$ cat src/rtl/tga_pkg.sv
`timescale 1ns / 1ps

package tga_pkg;

    localparam int HEADER_LEN      = 18;
    localparam int FOOTER_LEN      = 26;
    localparam int SIG_START       = 8;
    localparam int SIG_LEN         = 17;
    localparam int TRAILER_SAT     = 27;
    localparam int QUEUE_DEPTH_DEF = 4;

    localparam logic [7:0] DEPTH_24  = 8'd24;
    localparam logic [7:0] DEPTH_32  = 8'd32;
    localparam logic [7:0] IMG_TRUECOLOR = 8'd2;
    localparam logic [7:0] ALPHA_OPAQUE  = 8'hff;
    localparam int         DESC_FLIP_X_BIT = 4;
    localparam int         DESC_TOP_BIT    = 5;

    localparam logic KIND_PIXEL  = 1'b0;
    localparam logic KIND_STATUS = 1'b1;

    localparam logic [1:0] ST_OK           = 2'd0;
    localparam logic [1:0] ST_SHORT_HEADER = 2'd1;
    localparam logic [1:0] ST_BAD_FORMAT   = 2'd2;
    localparam logic [1:0] ST_SIZE_MISMATCH = 2'd3;

    localparam logic [4:0] HDR_ID_LEN     = 5'd0;
    localparam logic [4:0] HDR_CMAP_TYPE  = 5'd1;
    localparam logic [4:0] HDR_IMG_TYPE   = 5'd2;
    localparam logic [4:0] HDR_WIDTH_LO   = 5'd12;
    localparam logic [4:0] HDR_WIDTH_HI   = 5'd13;
    localparam logic [4:0] HDR_HEIGHT_LO  = 5'd14;
    localparam logic [4:0] HDR_HEIGHT_HI  = 5'd15;
    localparam logic [4:0] HDR_BPP        = 5'd16;
    localparam logic [4:0] HDR_DESC       = 5'd17;

    typedef enum logic [2:0] {
        PH_HEADER,
        PH_ID,
        PH_PIXELS,
        PH_TRAILER,
        PH_REJECT
    } phase_t;

    typedef struct packed {
        logic [7:0] data_byte;
        logic       last_byte;
    } in_item_t;

    typedef struct packed {
        logic        kind;
        logic [15:0] dest_x;
        logic [15:0] dest_y;
        logic [7:0]  red;
        logic [7:0]  green;
        logic [7:0]  blue;
        logic [7:0]  alpha;
        logic [1:0]  status;
        logic        end_of_run;
    } out_item_t;

    typedef struct packed {
        logic        has_pixel;
        logic [15:0] dest_x;
        logic [15:0] dest_y;
        logic [7:0]  red;
        logic [7:0]  green;
        logic [7:0]  blue;
        logic [7:0]  alpha;
        logic        has_status;
        logic [1:0]  status;
    } event_t;

    function automatic logic [7:0] sig_byte(input logic [4:0] idx);
        logic [7:0] b;
        unique case (idx)
            5'd0:    b = 8'h54;
            5'd1:    b = 8'h52;
            5'd2:    b = 8'h55;
            5'd3:    b = 8'h45;
            5'd4:    b = 8'h56;
            5'd5:    b = 8'h49;
            5'd6:    b = 8'h53;
            5'd7:    b = 8'h49;
            5'd8:    b = 8'h4f;
            5'd9:    b = 8'h4e;
            5'd10:   b = 8'h2d;
            5'd11:   b = 8'h58;
            5'd12:   b = 8'h46;
            5'd13:   b = 8'h49;
            5'd14:   b = 8'h4c;
            5'd15:   b = 8'h45;
            5'd16:   b = 8'h2e;
            default: b = 8'h00;
        endcase
        return b;
    endfunction

endpackage

$ cat src/rtl/tga_truecolor_stream_decoder_unit.sv
`timescale 1ns / 1ps
// channel   | role   | handshake                   | payload
// ----------+--------+-----------------------------+---------------------------
// byte      | input  | byte_valid / byte_ready     | byte_item   (in_item_t)
// result    | output | result_valid / result_ready | result_item (out_item_t)
//
// one file byte accepted per cycle while the request queue has room
// a result is registered in the output stage after its request has passed through the queue
// a byte giving both a pixel and the status yields two results, the pixel first, then the status
// the queue of QUEUE_DEPTH requests absorbs output stalls
// rst_n async clear; no clearing pass, byte_ready already high when reset releases

module tga_truecolor_stream_decoder_unit #(
    parameter int QUEUE_DEPTH = tga_pkg::QUEUE_DEPTH_DEF
) (
    input  logic               clk,
    input  logic               rst_n,
    input  logic               byte_valid,
    output logic               byte_ready,
    input  tga_pkg::in_item_t  byte_item,
    output logic               result_valid,
    input  logic               result_ready,
    output tga_pkg::out_item_t result_item
);
    import tga_pkg::*;

    event_t push_ev;
    event_t head_ev;
    logic   push;
    logic   space;
    logic   pop;
    logic   head_valid;

    tga_front u_front (
        .clk        (clk),
        .rst_n      (rst_n),
        .byte_valid (byte_valid),
        .byte_ready (byte_ready),
        .byte_item  (byte_item),
        .space      (space),
        .push       (push),
        .ev         (push_ev)
    );

    tga_queue #(
        .DEPTH (QUEUE_DEPTH)
    ) u_queue (
        .clk        (clk),
        .rst_n      (rst_n),
        .push       (push),
        .push_ev    (push_ev),
        .space      (space),
        .pop        (pop),
        .head_valid (head_valid),
        .head_ev    (head_ev)
    );

    tga_back u_back (
        .clk          (clk),
        .rst_n        (rst_n),
        .head_valid   (head_valid),
        .head_ev      (head_ev),
        .pop          (pop),
        .result_valid (result_valid),
        .result_ready (result_ready),
        .result_item  (result_item)
    );

endmodule

$ cat src/rtl/tga_front.sv
`timescale 1ns / 1ps

module tga_front (
    input  logic              clk,
    input  logic              rst_n,
    input  logic              byte_valid,
    output logic              byte_ready,
    input  tga_pkg::in_item_t byte_item,
    input  logic              space,
    output logic              push,
    output tga_pkg::event_t   ev
);
    import tga_pkg::*;

    logic [4:0]  header_index_reg, header_index_next;
    phase_t      phase_reg, phase_next;
    logic [7:0]  id_remaining_reg, id_remaining_next;
    logic [15:0] image_width_reg, image_width_next;
    logic [15:0] image_height_reg, image_height_next;
    logic        four_byte_reg, four_byte_next;
    logic        flip_x_reg, flip_x_next;
    logic        top_origin_reg, top_origin_next;
    logic        format_bad_reg, format_bad_next;
    logic [15:0] column_reg, column_next;
    logic [15:0] row_reg, row_next;
    logic [1:0]  byte_in_pixel_reg, byte_in_pixel_next;
    logic [23:0] pixel_bytes_reg, pixel_bytes_next;
    logic [4:0]  trailer_count_reg, trailer_count_next;
    logic        footer_match_reg, footer_match_next;

    logic        accept;
    logic [7:0]  d;
    logic [1:0]  last_lane;
    logic [16:0] column_inc;
    logic [16:0] row_inc;

    assign byte_ready = space;
    assign accept     = byte_valid && byte_ready;
    assign d          = byte_item.data_byte;
    assign last_lane  = four_byte_reg ? 2'd3 : 2'd2;
    assign column_inc = {1'b0, column_reg} + 17'd1;
    assign row_inc    = {1'b0, row_reg} + 17'd1;

    always_comb
    begin
        header_index_next  = header_index_reg;
        phase_next         = phase_reg;
        id_remaining_next  = id_remaining_reg;
        image_width_next   = image_width_reg;
        image_height_next  = image_height_reg;
        four_byte_next     = four_byte_reg;
        flip_x_next        = flip_x_reg;
        top_origin_next    = top_origin_reg;
        format_bad_next    = format_bad_reg;
        column_next        = column_reg;
        row_next           = row_reg;
        byte_in_pixel_next = byte_in_pixel_reg;
        pixel_bytes_next   = pixel_bytes_reg;
        trailer_count_next = trailer_count_reg;
        footer_match_next  = footer_match_reg;
        ev                 = '0;

        if (accept)
        begin
            unique case (phase_reg)
                PH_HEADER:
                begin
                    unique case (header_index_reg)
                        HDR_ID_LEN:    id_remaining_next = d;
                        HDR_CMAP_TYPE: if (d != 8'd0) format_bad_next = 1'b1;
                        HDR_IMG_TYPE:  if (d != IMG_TRUECOLOR) format_bad_next = 1'b1;
                        HDR_WIDTH_LO:  image_width_next = {8'd0, d};
                        HDR_WIDTH_HI:  image_width_next = {d, image_width_reg[7:0]};
                        HDR_HEIGHT_LO: image_height_next = {8'd0, d};
                        HDR_HEIGHT_HI: image_height_next = {d, image_height_reg[7:0]};
                        HDR_BPP:
                        begin
                            priority if (d == DEPTH_32) four_byte_next = 1'b1;
                            else if (d == DEPTH_24) four_byte_next = 1'b0;
                            else format_bad_next = 1'b1;
                        end
                        HDR_DESC:
                        begin
                            flip_x_next     = d[DESC_FLIP_X_BIT];
                            top_origin_next = d[DESC_TOP_BIT];
                            if (image_width_reg == 16'd0 || image_height_reg == 16'd0)
                                format_bad_next = 1'b1;
                        end
                        default: ;
                    endcase
                    if (header_index_reg == 5'(HEADER_LEN - 1))
                    begin
                        header_index_next = 5'd0;
                        priority if (format_bad_next) phase_next = PH_REJECT;
                        else if (id_remaining_reg != 8'd0) phase_next = PH_ID;
                        else phase_next = PH_PIXELS;
                    end
                    else
                    begin
                        header_index_next = header_index_reg + 5'd1;
                    end
                end
                PH_ID:
                begin
                    id_remaining_next = id_remaining_reg - 8'd1;
                    if (id_remaining_next == 8'd0) phase_next = PH_PIXELS;
                end
                PH_PIXELS:
                begin
                    if (byte_in_pixel_reg < last_lane)
                    begin
                        unique case (byte_in_pixel_reg)
                            2'd0:    pixel_bytes_next[7:0]   = d;
                            2'd1:    pixel_bytes_next[15:8]  = d;
                            2'd2:    pixel_bytes_next[23:16] = d;
                            default: ;
                        endcase
                        byte_in_pixel_next = byte_in_pixel_reg + 2'd1;
                    end
                    else
                    begin
                        ev.has_pixel = 1'b1;
                        ev.blue      = pixel_bytes_reg[7:0];
                        ev.green     = pixel_bytes_reg[15:8];
                        ev.red       = four_byte_reg ? pixel_bytes_reg[23:16] : d;
                        ev.alpha     = four_byte_reg ? d : ALPHA_OPAQUE;
                        ev.dest_x    = flip_x_reg ? image_width_reg - 16'd1 - column_reg
                                                  : column_reg;
                        ev.dest_y    = top_origin_reg ? row_reg
                                                      : image_height_reg - 16'd1 - row_reg;
                        byte_in_pixel_next = 2'd0;
                        pixel_bytes_next   = '0;
                        if (column_inc >= {1'b0, image_width_reg})
                        begin
                            column_next = 16'd0;
                            if (row_inc >= {1'b0, image_height_reg})
                            begin
                                row_next   = 16'd0;
                                phase_next = PH_TRAILER;
                            end
                            else
                            begin
                                row_next = row_inc[15:0];
                            end
                        end
                        else
                        begin
                            column_next = column_inc[15:0];
                        end
                    end
                end
                PH_TRAILER:
                begin
                    if (trailer_count_reg >= 5'(SIG_START) &&
                        trailer_count_reg < 5'(SIG_START + SIG_LEN))
                    begin
                        if (d != sig_byte(trailer_count_reg - 5'(SIG_START)))
                            footer_match_next = 1'b0;
                    end
                    if (trailer_count_reg < 5'(TRAILER_SAT))
                        trailer_count_next = trailer_count_reg + 5'd1;
                end
                PH_REJECT: ;
                default: ;
            endcase

            if (byte_item.last_byte)
            begin
                ev.has_status = 1'b1;
                unique case (phase_next)
                    PH_HEADER: ev.status = ST_SHORT_HEADER;
                    PH_REJECT: ev.status = ST_BAD_FORMAT;
                    PH_TRAILER:
                    begin
                        if (trailer_count_next == 5'd0 ||
                            (trailer_count_next == 5'(FOOTER_LEN) && footer_match_next))
                            ev.status = ST_OK;
                        else
                            ev.status = ST_SIZE_MISMATCH;
                    end
                    default: ev.status = ST_SIZE_MISMATCH;
                endcase
                header_index_next  = 5'd0;
                phase_next         = PH_HEADER;
                id_remaining_next  = 8'd0;
                image_width_next   = 16'd0;
                image_height_next  = 16'd0;
                four_byte_next     = 1'b0;
                flip_x_next        = 1'b0;
                top_origin_next    = 1'b0;
                format_bad_next    = 1'b0;
                column_next        = 16'd0;
                row_next           = 16'd0;
                byte_in_pixel_next = 2'd0;
                pixel_bytes_next   = '0;
                trailer_count_next = 5'd0;
                footer_match_next  = 1'b1;
            end
        end
    end

    assign push = accept && (ev.has_pixel || ev.has_status);

    always_ff @(posedge clk or negedge rst_n)
    begin
        if (!rst_n)
        begin
            header_index_reg  <= 5'd0;
            phase_reg         <= PH_HEADER;
            id_remaining_reg  <= 8'd0;
            image_width_reg   <= 16'd0;
            image_height_reg  <= 16'd0;
            four_byte_reg     <= 1'b0;
            flip_x_reg        <= 1'b0;
            top_origin_reg    <= 1'b0;
            format_bad_reg    <= 1'b0;
            column_reg        <= 16'd0;
            row_reg           <= 16'd0;
            byte_in_pixel_reg <= 2'd0;
            pixel_bytes_reg   <= '0;
            trailer_count_reg <= 5'd0;
            footer_match_reg  <= 1'b1;
        end
        else
        begin
            header_index_reg  <= header_index_next;
            phase_reg         <= phase_next;
            id_remaining_reg  <= id_remaining_next;
            image_width_reg   <= image_width_next;
            image_height_reg  <= image_height_next;
            four_byte_reg     <= four_byte_next;
            flip_x_reg        <= flip_x_next;
            top_origin_reg    <= top_origin_next;
            format_bad_reg    <= format_bad_next;
            column_reg        <= column_next;
            row_reg           <= row_next;
            byte_in_pixel_reg <= byte_in_pixel_next;
            pixel_bytes_reg   <= pixel_bytes_next;
            trailer_count_reg <= trailer_count_next;
            footer_match_reg  <= footer_match_next;
        end
    end

`ifndef NO_ASSERTIONS
    a_last_restarts: assert property (@(posedge clk) disable iff (!rst_n)
        accept && byte_item.last_byte |=> phase_reg == PH_HEADER && header_index_reg == 5'd0)
        else $error("last byte did not return parser to header");
    a_trailer_sat: assert property (@(posedge clk) disable iff (!rst_n)
        trailer_count_reg <= 5'(TRAILER_SAT))
        else $error("trailer count beyond saturation");
`endif

endmodule

$ cat src/rtl/tga_queue.sv
`timescale 1ns / 1ps

module tga_queue #(
    parameter int DEPTH = tga_pkg::QUEUE_DEPTH_DEF
) (
    input  logic            clk,
    input  logic            rst_n,
    input  logic            push,
    input  tga_pkg::event_t push_ev,
    output logic            space,
    input  logic            pop,
    output logic            head_valid,
    output tga_pkg::event_t head_ev
);
    import tga_pkg::*;

    localparam int PTR_W = (DEPTH > 1) ? $clog2(DEPTH) : 1;
    localparam int CNT_W = $clog2(DEPTH + 1);

    event_t             mem [DEPTH];
    logic [PTR_W-1:0]   wr_ptr_reg, wr_ptr_next;
    logic [PTR_W-1:0]   rd_ptr_reg, rd_ptr_next;
    logic [CNT_W-1:0]   count_reg, count_next;
    logic               do_pop;

    assign space      = count_reg != CNT_W'(DEPTH);
    assign head_valid = count_reg != '0;
    assign head_ev    = mem[rd_ptr_reg];
    assign do_pop     = pop && head_valid;

    always_comb
    begin
        wr_ptr_next = wr_ptr_reg;
        rd_ptr_next = rd_ptr_reg;
        count_next  = count_reg;
        if (push)
            wr_ptr_next = (wr_ptr_reg == PTR_W'(DEPTH - 1)) ? '0 : wr_ptr_reg + 1'b1;
        if (do_pop)
            rd_ptr_next = (rd_ptr_reg == PTR_W'(DEPTH - 1)) ? '0 : rd_ptr_reg + 1'b1;
        unique case ({push, do_pop})
            2'b10:   count_next = count_reg + 1'b1;
            2'b01:   count_next = count_reg - 1'b1;
            default: count_next = count_reg;
        endcase
    end

    always_ff @(posedge clk)
    begin
        if (push)
            mem[wr_ptr_reg] <= push_ev;
    end

    always_ff @(posedge clk or negedge rst_n)
    begin
        if (!rst_n)
        begin
            wr_ptr_reg <= '0;
            rd_ptr_reg <= '0;
            count_reg  <= '0;
        end
        else
        begin
            wr_ptr_reg <= wr_ptr_next;
            rd_ptr_reg <= rd_ptr_next;
            count_reg  <= count_next;
        end
    end

`ifndef NO_ASSERTIONS
    a_count_bound: assert property (@(posedge clk) disable iff (!rst_n)
        count_reg <= CNT_W'(DEPTH))
        else $error("queue count exceeds depth");
    a_no_overflow: assert property (@(posedge clk) disable iff (!rst_n)
        push && !do_pop |-> space)
        else $error("push into full queue");
`endif

endmodule

$ cat src/rtl/tga_back.sv
`timescale 1ns / 1ps

module tga_back (
    input  logic               clk,
    input  logic               rst_n,
    input  logic               head_valid,
    input  tga_pkg::event_t    head_ev,
    output logic               pop,
    output logic               result_valid,
    input  logic               result_ready,
    output tga_pkg::out_item_t result_item
);
    import tga_pkg::*;

    logic      out_valid_reg, out_valid_next;
    out_item_t out_reg, out_next;
    logic      pix_done_reg, pix_done_next;
    logic      load;

    assign load         = head_valid && (!out_valid_reg || result_ready);
    assign result_valid = out_valid_reg;
    assign result_item  = out_reg;

    always_comb
    begin
        out_next       = out_reg;
        pix_done_next  = pix_done_reg;
        pop            = 1'b0;
        out_valid_next = out_valid_reg && !result_ready;
        if (load)
        begin
            out_valid_next = 1'b1;
            out_next       = '0;
            if (head_ev.has_pixel && !pix_done_reg)
            begin
                out_next.kind   = KIND_PIXEL;
                out_next.dest_x = head_ev.dest_x;
                out_next.dest_y = head_ev.dest_y;
                out_next.red    = head_ev.red;
                out_next.green  = head_ev.green;
                out_next.blue   = head_ev.blue;
                out_next.alpha  = head_ev.alpha;
                out_next.status = ST_OK;
                if (head_ev.has_status)
                    pix_done_next = 1'b1;
                else
                    pop = 1'b1;
            end
            else
            begin
                out_next.kind       = KIND_STATUS;
                out_next.status     = head_ev.status;
                out_next.end_of_run = 1'b1;
                pix_done_next       = 1'b0;
                pop                 = 1'b1;
            end
        end
    end

    always_ff @(posedge clk or negedge rst_n)
    begin
        if (!rst_n)
        begin
            out_valid_reg <= 1'b0;
            pix_done_reg  <= 1'b0;
        end
        else
        begin
            out_valid_reg <= out_valid_next;
            pix_done_reg  <= pix_done_next;
        end
    end

    always_ff @(posedge clk)
    begin
        out_reg <= out_next;
    end

`ifndef NO_ASSERTIONS
    a_split_pending: assert property (@(posedge clk) disable iff (!rst_n)
        pix_done_reg |-> head_valid && head_ev.has_status && head_ev.has_pixel)
        else $error("split request without pending status");
    a_status_follows: assert property (@(posedge clk) disable iff (!rst_n)
        load && pix_done_reg |=> out_reg.kind == KIND_STATUS && out_reg.end_of_run)
        else $error("status did not follow final pixel");
`endif

endmodule
$ cat config.mk
export PLATFORM = sky130hd
export DESIGN_NAME = tga_truecolor_stream_decoder_unit
export DESIGN_NICKNAME = d
export VERILOG_FILES = /design/src/rtl/tga_pkg.sv /design/src/rtl/tga_truecolor_stream_decoder_unit.sv /design/src/rtl/tga_front.sv /design/src/rtl/tga_queue.sv /design/src/rtl/tga_back.sv
export SDC_FILE = /design/constraint.sdc
export NUM_CORES = 1
export LEC_CHECK = 0
export CORE_ASPECT_RATIO = 0.6
export CORE_MARGIN = 1.5
export CORE_UTILIZATION = 55
export DETAILED_ROUTE_END_ITERATION = 7
export DONT_BUFFER_PORTS = 1
export GPL_TIMING_DRIVEN = 0
export PLACE_DENSITY_LB_ADDON = 0.15
export SETUP_SLACK_MARGIN = 0.4
export SLEW_MARGIN = 10
export SYNTH_ARGS = -nofsm -noshare
export SYNTH_HDL_FRONTEND = slang
export SYNTH_SLANG_ARGS = --single-unit
$ cat constraint.sdc
create_clock -name clk -period 5.61 [get_ports clk]
set_clock_uncertainty 0.2 [all_clocks]
set_input_delay 0.2805 -clock clk [delete_from_list [all_inputs] [get_ports clk]]
set_output_delay 0.2805 -clock clk [all_outputs]
set_load 0.02 [all_outputs]
[Yosys cells after proc, flatten, opt, wreduce, memory -nomap -nowiden]
Memory sizes are Yosys's and may differ from the RTL's.
Cells that the tools add are included.
Operators by class
  add/subtract/negate cells: 15
  $lt $le $gt $ge: 6
  equality and inequality tests: 33
  muxes and demuxes: 96
  reduce and logical (&&, ||, !) cells: 53
Operators by type and width (number)
  16-bit 2-to-1 mux: 15
  65-bit 2-to-1 mux: 2
  8-bit 2-to-1 mux: 10
  24-bit 2-to-1 mux: 3
  68-bit 2-to-1 mux: 1
  16-bit case mux with 2 select lines: 2
  1-bit 2-to-1 mux: 35
  5-bit 2-to-1 mux: 7
  16-bit by 1-bit adder with 17-bit output (second input constant): 2
  17-bit by 16-bit greater-or-equal comparator with 1-bit output: 2
  16-bit logical NOT: 2
  16-bit by 1-bit subtractor with 16-bit output (second input constant): 2
  16-bit subtractor: 2
  3-bit 2-to-1 mux: 9
  3-bit AND reduction: 8
  5-bit by 4-bit equality test with 1-bit output (second input constant): 4
  8-bit case mux with 2 select lines: 1
  4-bit AND reduction: 4
  2-bit nonzero test: 8
  8-bit nonzero test: 2
  5-bit equality test (second input constant): 3
  3-bit != test (second input constant): 5
  3-bit nonzero test: 5
  2-bit 2-to-1 mux: 7
  33 further kinds: 62
Storage, ports and cells
  register bits: 192
  memory bits (writable): 272
  bits in read-only memories: 224
  bits of input ports: 13
  output and inout port bits: 70
  word-level logic and storage cells: 237
  memories kept: 2
Memories
  u_queue.mem: words 4, width 68, read ports 1, clocked after memory_dff 0, wr ports 1, line tga_queue.sv:20  | event_t mem [DEPTH];
  (no name shown): words 32, width 7, read ports 1, clocked after memory_dff 0, wr ports 0, line tga_pkg.sv:76  | unique case (idx)

[Depth between registers and ports, before layout]
Gate-level depths: netlist of run 1.
  depth after elaboration: 20
  mapped depth: 15
  depth with buffers taken out: 14

[Modules after synthesis]
A second synthesis of run 1 with hierarchy kept.
Second synthesis, totals
  cells, all modules: 1739
  area total of the unflattened synthesis: 22584.2 um2
Modules (own cells, without submodules)
  tga_queue: instances 1, cells an instance 396, area each 10323.7 um2, seq. area each 8343.0 um2
  tga_front: instances 1, cells an instance 1191, area each 9674.3 um2, seq. area each 2904.0 um2
  tga_back: instances 1, cells an instance 152, area each 2586.2 um2, seq. area each 2062.0 um2

[Worst setup path after synthesis of run 1]
OpenSTA, ideal clock, no wires.
  kind: reg2reg
  start point: reg u_queue.count_reg[0]
  end point: reg u_queue.count_reg[2]
  setup time: 0.079 ns
  arrival: 5.371 ns
  required time: 5.331 ns
  slack: -0.040 ns
  cell stages (with the launch flop): 10
  path buffers: 0
  clock period less this slack: 5.650 ns
  path through: dfrtp_1 > nor3_1 > a21oi_1 > a21boi_1 > ha_1 > inv_1 > fa_1 > xor2_1 > nor2_1 > xor2_1
On the way
  elaborated cells on any way between the ends: 15
  those cells by class: add/sub: 2; eq/ne: 3; mux: 3; reduce/logical: 7
RTL lines
  start, declared: line tga_queue.sv:23  | logic [CNT_W-1:0] count_reg, count_next;
  start signal, assigned: line tga_queue.sv:65  | count_reg <= count_next;
  3-bit nonzero test (*): line tga_queue.sv:27  | assign head_valid = count_reg != '0;
  1-bit logical AND (*): line tga_back.sv:20  | assign load = head_valid && (!out_valid_reg || result_ready);
  named net u_back.load: line tga_back.sv:18  | logic load;
  1-bit 2-to-1 mux (*): line tga_back.sv:30  | if (load)
  1-bit logical AND (*): line tga_queue.sv:29  | assign do_pop = pop && head_valid;
  named net u_queue.do_pop: line tga_queue.sv:24  | logic do_pop;
  2-bit by 1-bit equality test with 1-bit output or 2-bit equality test (tied branches): line tga_queue.sv:40  | unique case ({push, do_pop})
  3-bit case mux with 2 select lines or 2-bit nonzero test (tied branches)
Mark *: on every way through the listed nets, which the timed path passes. The rest lies on a longest branch.
A chain may end at the register's enable or synchronous reset.

==> results.yml, run 1 <==
status:
  status: "finished clean"
drt:
  detailedRoute.firstIterationViolations: 1488
  dr.pass1.iters: 5
  vias: 14420
  route.final.wire_length_um: 54390
  drt-vias-per-instance: 6.147
  routed_wire_length_per_instance_um: 23.19
  drc: 0
  detail-route-antenna-nets: 0
synth:
  synth.yosys.warnings: 0
  count_of_flip_flops_with_a_built_in_enable_after_synthesis: 339
  synth_fp_nets: 1821
  synth-main-ff-cell: "sky130_fd_sc_hd__edfxtp_1"
  postSynthRegisterBits: 464
  synth_seq_area_share_pct: 59.16
  synthesis.area_per_instance_um2: 13.12
  async_flop_share_pct: 26.94
  synthCells: 1715
  mappedNetlistArea_mm2: 0.02250
  synth_cell_type_count: 92
critical_path:
  cell_depth_of_the_worst_flop_to_flop_path: 13
  worst-endpoint-required_ps: 5670
  crit_path_start: "u_front.column_reg[2]"
  reg2reg_slack_ps: 780
  timing.setup.critical_path_class: "reg -> reg"
  critPathArrivalTime_ps: 4890
  beginning_of_the_worst_register_to_register_path: "u_front.column_reg[2]"
  timing.critical_path.to_type: "register"
  timing.critical_path.fanout_max: 6
  start_kind: "register"
job:
  maxcap_violations: 0
clock_network:
  clk_transition_reported_paths_ps: 70
  cts_max_path_buffers: 3
  cts_root_buf: "sky130_fd_sc_hd__clkbuf_16"
  post-cts-setup-buffer-count: 0
  cts_tree: "yes"
  clk_latency_ps: 580
  htree_num_levels: 2
  numCtsBuffers: 43
  clkSinkCount: 464
sta:
  worstMarginPinSlew_ps: 1037
  finalHoldViolCount: 0
  hold_slack_ps: 30.93
  tns_ps: 0
  final_min_period_over_clock_period_pct: 86.06
  final-max-slew-violation-count: 0
  setup_viol: 0
  worst_slew_margin_rel_pct: 30.88
  period_needed_ps: 4828
  fmaxAchievable_mhz: 207.1
  rsz0062_at_grt: "yes"
cells_and_area:
  largest_register_ffs: 272
  mostFrequentLayoutCell: "sky130_fd_sc_hd__edfxtp_1"
  stdcell_count: 2346
  mostFrequentLayoutCells: "sky130_fd_sc_hd__edfxtp_1 (339), sky130_fd_sc_hd__nand2_1 (128), sky130_fd_sc_hd__dfrtp_1 (124)"
  area_overhead_vs_synth_pct: 11.14
  antenna_cells_inserted: 0
  final_core_utilization_pct: 61.94
  finalNetCount: 1888
  finalInstanceArea_mm2: 0.02500
  drive_above_1_share_pct: 13.55
worst_hold_path:
  hp-start: "byte_item[1]"
  holdCritPathClass: "in -> reg"
  hold_path_depth: 3
floorplan:
  chipWidth_um: 264.1
  io_pins: 83
  die_h_um: 159.7
  placeableCoreArea_mm2: 0.04037
  initial_core_util_pct: 55.73
  dieArea_mm2: 0.04216
  std_cell_rows: 57
pwr:
  total_leakage_power_uw: 0.009346
  peakVddDrop_uv: 230.5
  power-per-cell-area_mw_per_mm2: 470.2
place:
  post-dp-hpwl_um: 39040
  number_of_buffers_added_on_ports: 0
  numPlacedInstances: 2259
  detailed_place.area_mm2: 0.02349
  finalWeightedCongestion: 0.9229
global_routing:
  overflow: 0
  via_count_of_the_first_global_routing_pass: 13890
  first_pass_grt_wire_length_um: 84590
  globalRouteTotalUtil_pct: 26.38
  pin_count_of_the_biggest_net_entering_global_routing: 126
  initial_antenna_violation_count: 1
==> repair_timing <==
| action | in CTS | in global routing |
|---|---|---|
| setup endpoints to repair | 0 | 28 |
| hold buffers | 9 | 0 |
| resized for setup | 0 | 4 |
| hold endpoints to repair | 157 | 0 |
==> stage by stage <==
| step | total power [uW] | setup slack (ps) |
|---|---|---|
| 2_1_floorplan | 7764 | 301.3 |
| 3_3_place_gp | 8716 | -2664 |
| 3_5_place_dp | 8843 | 506.4 |
| 4_1_cts | 11810 | 474.9 |
| 5_1_grt | 12380 | 357.3 |
| 6_report | 11760 | 782.1 |
==> routing by layer <==
metal / up-vias / GRT usage (%) / wire length, um
met3: 43 / 8.049 / 6024
met1: 7211 / 43.14 / 26190
li1: 6565 / - / -
met4: 2 / 3.762 / 471
met5: - / 0 / 10
met2: 600 / 34.93 / 21700
==> final cells by class <==
cell class / count / area, um2
fill: 3100 / 15360
inverter: 113 / 424.2
timing repair buffer: 22 / 397.9
multi-input combinational: 1063 / 8473
buffer: 75 / 345.3
tap: 531 / 664.4
clock buffer: 54 / 1127
clock inverter: 24 / 260.3
sequential: 464 / 13310
==> cell families (layout without fill, tap and decap cells) <==
group	Yosys count	count (layout)	share of synthesized area, %
AOI/OAI and AO/OA	331	331	9.778
adders and majority gates	93	93	5.273
and+or+nand+nor	465	465	10.91
xor gates and xnor gates	50	50	1.947
DFF	464	464	59.16
buffers and inverters	188	288	3.415
muxes	124	124	9.511
==> power breakdown <==
group          internal, uW  leakage [uW]  switching, uW
sequential             4460       0.00489            652
clock                  1630      0.000686           1300
combinational          1590       0.00377           2120
total                  7680       0.00935           4070
==> worst max-delay path, cell delays in order (launching register included) <==
cell,delay (ps)
sky130_fd_sc_hd__dfrtp_1,560
sky130_fd_sc_hd__nand3_2,250
sky130_fd_sc_hd__nor4_4,380
sky130_fd_sc_hd__nand3_1,210
sky130_fd_sc_hd__nor2_1,350
sky130_fd_sc_hd__nand3_1,200
sky130_fd_sc_hd__xnor2_1,230
sky130_fd_sc_hd__ha_1,280
sky130_fd_sc_hd__nor2b_1,140
sky130_fd_sc_hd__a311o_1,360
sky130_fd_sc_hd__a2111o_1,360
sky130_fd_sc_hd__a21oi_1,230
sky130_fd_sc_hd__nor3_2,100
sky130_fd_sc_hd__a211oi_2,660
==> synthesized netlist by cell type, types with 23 or more instances <==
library cell | n | area (um2)
sky130_fd_sc_hd__edfxtp_1 | 339 | 10180
sky130_fd_sc_hd__nand2_1 | 128 | 480.5
sky130_fd_sc_hd__dfrtp_1 | 124 | 3103
sky130_fd_sc_hd__inv_1 | 107 | 401.6
sky130_fd_sc_hd__ha_1 | 90 | 1126
sky130_fd_sc_hd__nor2b_1 | 70 | 437.9
sky130_fd_sc_hd__mux4_2 | 69 | 1554
sky130_fd_sc_hd__nor2_1 | 67 | 251.5
sky130_fd_sc_hd__a21oi_1 | 64 | 320.3
sky130_fd_sc_hd__o21ai_0 | 54 | 270.3
sky130_fd_sc_hd__clkbuf_1 | 51 | 191.4
sky130_fd_sc_hd__o21ai_1 | 38 | 190.2
sky130_fd_sc_hd__xnor2_1 | 35 | 306.5
sky130_fd_sc_hd__nand3_1 | 33 | 165.2
sky130_fd_sc_hd__nor3_1 | 29 | 145.1
sky130_fd_sc_hd__mux2_2 | 28 | 315.3
sky130_fd_sc_hd__and3_1 | 27 | 168.9
sky130_fd_sc_hd__mux2i_1 | 27 | 270.3
sky130_fd_sc_hd__a22o_1 | 23 | 201.4
==> worst paths after layout <==
check / to
min reg2reg: u_queue.count_reg[2]
max: u_queue.mem[1][1]
min in group asynchronous: u_front.pixel_bytes_reg[8]
min: u_front.image_width_reg[0]
max reg2reg: u_queue.mem[1][1]
max in group asynchronous: u_queue.rd_ptr_reg[1]
Power figures use the tool's default switching activity.
==> run 2, diff against run 1 <==
--- a/config.mk
+++ b/config.mk
@@ -12,6 +12,7 @@
 export DONT_BUFFER_PORTS = 1
 export GPL_TIMING_DRIVEN = 0
 export PLACE_DENSITY_LB_ADDON = 0.15
+export RECOVER_POWER = 25
 export SETUP_SLACK_MARGIN = 0.4
 export SLEW_MARGIN = 10
 export SYNTH_ARGS = -nofsm -noshare
==> results.yml, run 2 (same netlist as run 1, synthesis figures left out) <==
floorplan:
  io_pins: 83
  std_cell_rows: 57
  dieArea_mm2: 0.04216
  placeableCoreArea_mm2: 0.04037
  chipWidth_um: 264.1
  die_h_um: 159.7
  initial_core_util_pct: 55.73
global_routing:
  globalRoute.busiestLayer: "met1"
  gr-usage-met2_pct: 34.93
  globalRouteTotalUtil_pct: 26.38
  via_count_of_the_first_global_routing_pass: 13890
  first_pass_grt_wire_length_um: 84590
  grt_util_met3_pct: 8.049
  gr-usage-met1_pct: 43.14
  pin_count_of_the_biggest_net_entering_global_routing: 126
  initial_antenna_violation_count: 1
  overflow: 0
sta:
  period_needed_ps: 4875
  rsz0062_at_grt: "yes"
  final_min_period_over_clock_period_pct: 86.89
  worst_slew_margin_rel_pct: -122.7
  worstMarginPinSlew_ps: 3340
  finalHoldViolCount: 0
  fmaxAchievable_mhz: 205.1
  final-max-slew-violation-count: 144
  setup_viol: 0
cells_and_area:
  mostFrequentLayoutCell: "sky130_fd_sc_hd__edfxtp_1"
  fill_cells: 3108
  finalInstanceArea_mm2: 0.02495
  area_of_the_multi_input_gates_mm2: 0.008462
  largest_register_ffs: 272
  mostFrequentLayoutCells: "sky130_fd_sc_hd__edfxtp_1 (339), sky130_fd_sc_hd__nand2_1 (128), sky130_fd_sc_hd__dfrtp_1 (124)"
  stdcell_count: 2346
  drive_above_1_share_pct: 13.39
  antenna_cells_inserted: 0
  seq_area_mm2: 0.01331
  area_overhead_vs_synth_pct: 10.90
  finalNetCount: 1888
worst_hold_path:
  hold_end: "u_front.image_width_reg[0]"
  holdCritPathClass: "in -> reg"
  hold_path_depth: 3
  hp-start: "byte_item[1]"
critical_path:
  critPathArrivalTime_ps: 4930
  start_kind: "register"
  crit_path_start: "u_front.row_reg[0]"
  critPathSlowestCell: "sky130_fd_sc_hd__a211oi_2"
  timing.rr.end: "u_queue.mem[1][0]"
  beginning_of_the_worst_register_to_register_path: "u_front.row_reg[0]"
  timing.setup.critical_path_class: "reg -> reg"
  worst-endpoint-required_ps: 5670
  timing.critical_path.to_type: "register"
  critical-path-max-stage-delay_ps: 670
  cell_class_contributing_the_biggest_share_of_worst_path_delay: "simple AND/OR/NAND/NOR gates"
  critical_path.cell_chain: "ha_1 -> nand2_1 -> nor4b_2 -> nand2_1 -> nor3_1 -> xnor2_1 -> ha_1 -> nand4_1 -> or3_2 -> o2111ai_1 -> a21oi_2 -> o31a_1 -> a211oi_2"
  reg2reg_slack_ps: 740
  buf_inv_on_cp: 0
  timing.critical_path.fanout_max: 7
  cell_depth_of_the_worst_flop_to_flop_path: 13
drt:
  dr.pass1.iters: 6
  detailedRoute.firstIterationViolations: 1428
  routed_wire_length_per_instance_um: 23.15
  vias: 14390
  drt-vias-per-instance: 6.133
  route.final.wire_length_um: 54310
  drc: 0
  detail-route-antenna-nets: 0
pwr:
  power_frac_clock_pct: 25.0
  intPower_uw: 7673
  total_leakage_power_uw: 0.009324
  switching_share_pct: 34.63
  peakVddDrop_uv: 231.0
  sw_power_uw: 4065
  total_power_uw: 11740
  share_comb_of_total_power_pct: 31.4
  power-per-cell-area_mw_per_mm2: 470.5
  p_seq_share_pct: 43.6
place:
  detailed_place.area_mm2: 0.02349
  numPlacedInstances: 2259
  number_of_buffers_added_on_ports: 0
  post-dp-hpwl_um: 39040
  finalWeightedCongestion: 0.9229
clock_network:
  cts_max_path_buffers: 3
  clk_latency_ps: 580
  htree_num_levels: 2
  cts_root_buf: "sky130_fd_sc_hd__clkbuf_16"
  cts_tree: "yes"
  post-cts-setup-buffer-count: 0
  clkSinkCount: 464
  numCtsBuffers: 43
  clk_transition_reported_paths_ps: 70
status:
  status: "complete, but fails checks"
  violated_checks: "capacitance limit, slew limit"
job:
  maxcap_violations: 2
run 2: cell types whose count changed in the layout (fill, tap and decap cells not counted):
cell,before,now
sky130_fd_sc_hd__a21oi_4,1,0
sky130_fd_sc_hd__buf_12,9,8
sky130_fd_sc_hd__clkbuf_2,1,2
sky130_fd_sc_hd__clkbuf_1,60,62
sky130_fd_sc_hd__buf_16,5,4
sky130_fd_sc_hd__a21oi_1,63,64
sky130_fd_sc_hd__buf_4,2,1
run 2: routing by layer:
layer / part of all wire [%] / up-vias
met3: 11 / 45
li1: - / 6564
met5: 0.018 / -
met2: 40 / 577
met4: 0.88 / 2
met1: 48 / 7201
run 2: power groups by stage:
stage | clock [uW] | combinational (uW) | sequential [uW]
3_3_place_gp | 0 | 3500 | 5210
3_5_place_dp | 0 | 3660 | 5180
6_report | 2940 | 3690 | 5110
4_1_cts | 2990 | 3710 | 5110
5_1_grt | 3120 | 4060 | 5190
2_1_floorplan | 0 | 2680 | 5080
run 2: worst max-delay path by stage:
stage | to | slack (ps) | cells past startpoint
finish | u_queue.mem[1][0] | 740 | 13
global route | u_queue.mem[1][0] | 360 | 13
CTS | u_queue.mem[1][1] | 470 | 13
detailed placement | u_queue.mem[1][1] | 510 | 13
global placement | u_queue.mem[3][22] | -2660 | 8
floorplan | u_queue.mem[0][0] | 300 | 8
run 2: timing repair:
action	4_1_cts	5_1_grt
hold endpoints to repair	157	0
endpoints found under the setup margin	0	28
hold buffers	9	0
gates resized for setup	0	4
run 2: layout make-up:
type,instances,share of cell area [%]
sequential,464,53.35
multi-input combinational,1063,33.92
clock buffer,54,4.519
tap,531,2.663
inverter,113,1.700
timing repair buffer,22,1.439
buffer,75,1.369
clock inverter,24,1.043
run 2: worst min-delay path: cells and delay by family:
family                 cells  cell delay (ps)
AO/OA/AOI/OAI              1               70
AND/OR/NAND/NOR            1              120
buffers and inverters      1              270
run 2: per-stage QoR:
stage,setup WS [ps],util [%],hold slack (ps),setup TNS (ps)
after floorplan,301.3,-,-215.1,0
after global placement,-2664,57.38,-209.2,-709750
after detailed placement,506.4,58.20,-208.1,0
after CTS,474.9,61.90,17.82,0
after global routing,357.3,61.80,63.28,0
final,735.2,61.80,12.17,0
==> run 3, diff against run 2 <==
--- a/config.mk
+++ b/config.mk
@@ -7,10 +7,11 @@
 export LEC_CHECK = 0
 export CORE_ASPECT_RATIO = 0.6
 export CORE_MARGIN = 1.5
-export CORE_UTILIZATION = 55
+export CORE_UTILIZATION = 50
 export DETAILED_ROUTE_END_ITERATION = 7
 export DONT_BUFFER_PORTS = 1
 export GPL_TIMING_DRIVEN = 0
+export MAX_ROUTING_LAYER = met4
 export PLACE_DENSITY_LB_ADDON = 0.15
 export RECOVER_POWER = 25
 export SETUP_SLACK_MARGIN = 0.4
==> results.yml, run 3 (same netlist as run 1, synthesis figures left out) <==
status:
  status: "complete, but fails checks"
  violated_checks: "capacitance limit, slew limit"
sta:
  worst_slew_margin_rel_pct: -122.7
  fmaxAchievable_mhz: 206.2
  finalHoldViolCount: 0
  period_needed_ps: 4850
  final_min_period_over_clock_period_pct: 86.46
  hold_slack_ps: 67.02
  final-max-slew-violation-count: 144
  worstMarginPinSlew_ps: 3340
  setup_viol: 0
  rsz0062_at_grt: "no"
global_routing:
  via_count_of_the_first_global_routing_pass: 13860
  pin_count_of_the_biggest_net_entering_global_routing: 126
  first_pass_grt_wire_length_um: 86220
  overflow: 0
  initial_antenna_violation_count: 2
  globalRouteTotalUtil_pct: 25.34
floorplan:
  io_pins: 83
  std_cell_rows: 59
  initial_core_util_pct: 51.30
  dieArea_mm2: 0.04631
  chipWidth_um: 276.8
  die_h_um: 167.3
  placeableCoreArea_mm2: 0.04385
place:
  detailed_place.area_mm2: 0.02359
  finalWeightedCongestion: 0.9322
  number_of_buffers_added_on_ports: 0
  post-dp-hpwl_um: 40750
critical_path:
  start_kind: "register"
  critPathArrivalTime_ps: 5150
  cell_depth_of_the_worst_flop_to_flop_path: 14
  timing.setup.critical_path_class: "reg -> reg"
  crit_path_start: "u_front.column_reg[2]"
  timing.rr.end: "u_front.column_reg[5]"
  worst-endpoint-required_ps: 5910
  timing.critical_path.to_type: "register"
  reg2reg_slack_ps: 760
  timing.critical_path.fanout_max: 10
  beginning_of_the_worst_register_to_register_path: "u_front.column_reg[2]"
  endpoint_of_the_worst_setup_timing_path: "u_front.column_reg[5]"
clock_network:
  cts_tree: "yes"
  numCtsBuffers: 43
  clk_latency_ps: 570
  cts_root_buf: "sky130_fd_sc_hd__clkbuf_16"
  post-cts-setup-buffer-count: 0
  htree_num_levels: 2
  cts_max_path_buffers: 3
  clk_transition_reported_paths_ps: 70
  clkSinkCount: 464
pwr:
  total_leakage_power_uw: 0.009282
  peakVddDrop_uv: 242.0
  power-per-cell-area_mw_per_mm2: 469.5
  total_power_uw: 11740
cells_and_area:
  finalNetCount: 1889
  area_overhead_vs_synth_pct: 11.14
  largest_register_ffs: 272
  mostFrequentLayoutCells: "sky130_fd_sc_hd__edfxtp_1 (339), sky130_fd_sc_hd__nand2_1 (128), sky130_fd_sc_hd__dfrtp_1 (124)"
  drive_above_1_share_pct: 13.01
  finalInstanceArea_mm2: 0.02500
  mostFrequentLayoutCell: "sky130_fd_sc_hd__edfxtp_1"
drt:
  detailedRoute.firstIterationViolations: 1800
  vias: 14530
  routed_wire_length_per_instance_um: 23.63
  drc: 0
  dr.pass1.iters: 5
  detail-route-antenna-nets: 0
  route.final.wire_length_um: 56590
  drt-vias-per-instance: 6.068
worst_hold_path:
  holdCritPathClass: "in -> reg"
job:
  maxcap_violations: 2
-- run 3: through the flow --
| stage | TNS [ps] | utilization [%] | std cells | setup slack [ps] |
|---|---|---|---|---|
| floorplan | 0 | - | 1715 | 301.3 |
| global placement | -791540 | 52.96 | 2294 | -2946 |
| detailed placement | 0 | 53.81 | 2308 | 765.2 |
| CTS | 0 | 57.13 | 2393 | 729.1 |
| global route | 0 | 57.01 | 2395 | 459.4 |
| finish | 0 | 57.01 | 2395 | 759.7 |
-- run 3: worst min-delay path by stage --
stage,startpoint,to,slack (ps),cells past startpoint
final,byte_item[7],u_front.four_byte_reg,70,5
after global routing,byte_item[1],u_front.image_width_reg[0],80,3
after global placement,rst_n,u_front.id_remaining_reg[3],-200,0
after floorplan,rst_n,u_back.pix_done_reg,-220,0
after CTS,byte_item[0],u_front.phase_reg[2],50,4
after detailed placement,rst_n,u_front.id_remaining_reg[2],-200,0
-- run 3: routing by layer --
layer	part of all wire, %	vias up	track usage (%)
li1	-	6566	-
met1	51	7366	41.05
met2	40	542	32.74
met3	8.4	59	5.163
met4	1.3	0	4.037
met5	0	-	-
-- run 3: area by class of cell --
| type | instances | area [um2] |
|---|---|---|
| antenna | 2 | 5.005 |
| clock buffer | 52 | 1110 |
| tap | 579 | 724.4 |
| clock inverter | 24 | 239.0 |
| fill | 3554 | 18850 |
| multi-input combinational | 1063 | 8446 |
| timing repair buffer | 23 | 401.6 |
| buffer | 75 | 341.6 |
| sequential | 464 | 13310 |
| inverter | 113 | 424.2 |
-- run 3: report_power, final --
part | internal [uW] | switching (uW) | total [uW]
sequential | 4470 | 667 | 5130
combinational | 1580 | 2160 | 3740
clock | 1560 | 1300 | 2860
total | 7610 | 4130 | 11700
-- run 3: critical path, cell delays in order, from the launching register on --
cell and delay [ps]:
sky130_fd_sc_hd__dfrtp_1 540, sky130_fd_sc_hd__nand3_2 220, sky130_fd_sc_hd__nor4_2 540, sky130_fd_sc_hd__nand3_1 250
sky130_fd_sc_hd__nor2_1 320, sky130_fd_sc_hd__nand3_1 190, sky130_fd_sc_hd__xnor2_1 210, sky130_fd_sc_hd__ha_1 270
sky130_fd_sc_hd__nor2b_1 140, sky130_fd_sc_hd__a311o_1 370, sky130_fd_sc_hd__a2111o_1 350, sky130_fd_sc_hd__a21oi_1 310
sky130_fd_sc_hd__buf_2 370, sky130_fd_sc_hd__nand2_2 240, sky130_fd_sc_hd__o22ai_1 230
-- run 3: timing repair --
item                                    in CTS  in global routing
endpoints found under the setup margin       0                  9
hold buffers                                 9                  0
gates resized for setup                      0                  3
endpoints found under the hold margin      142                  0
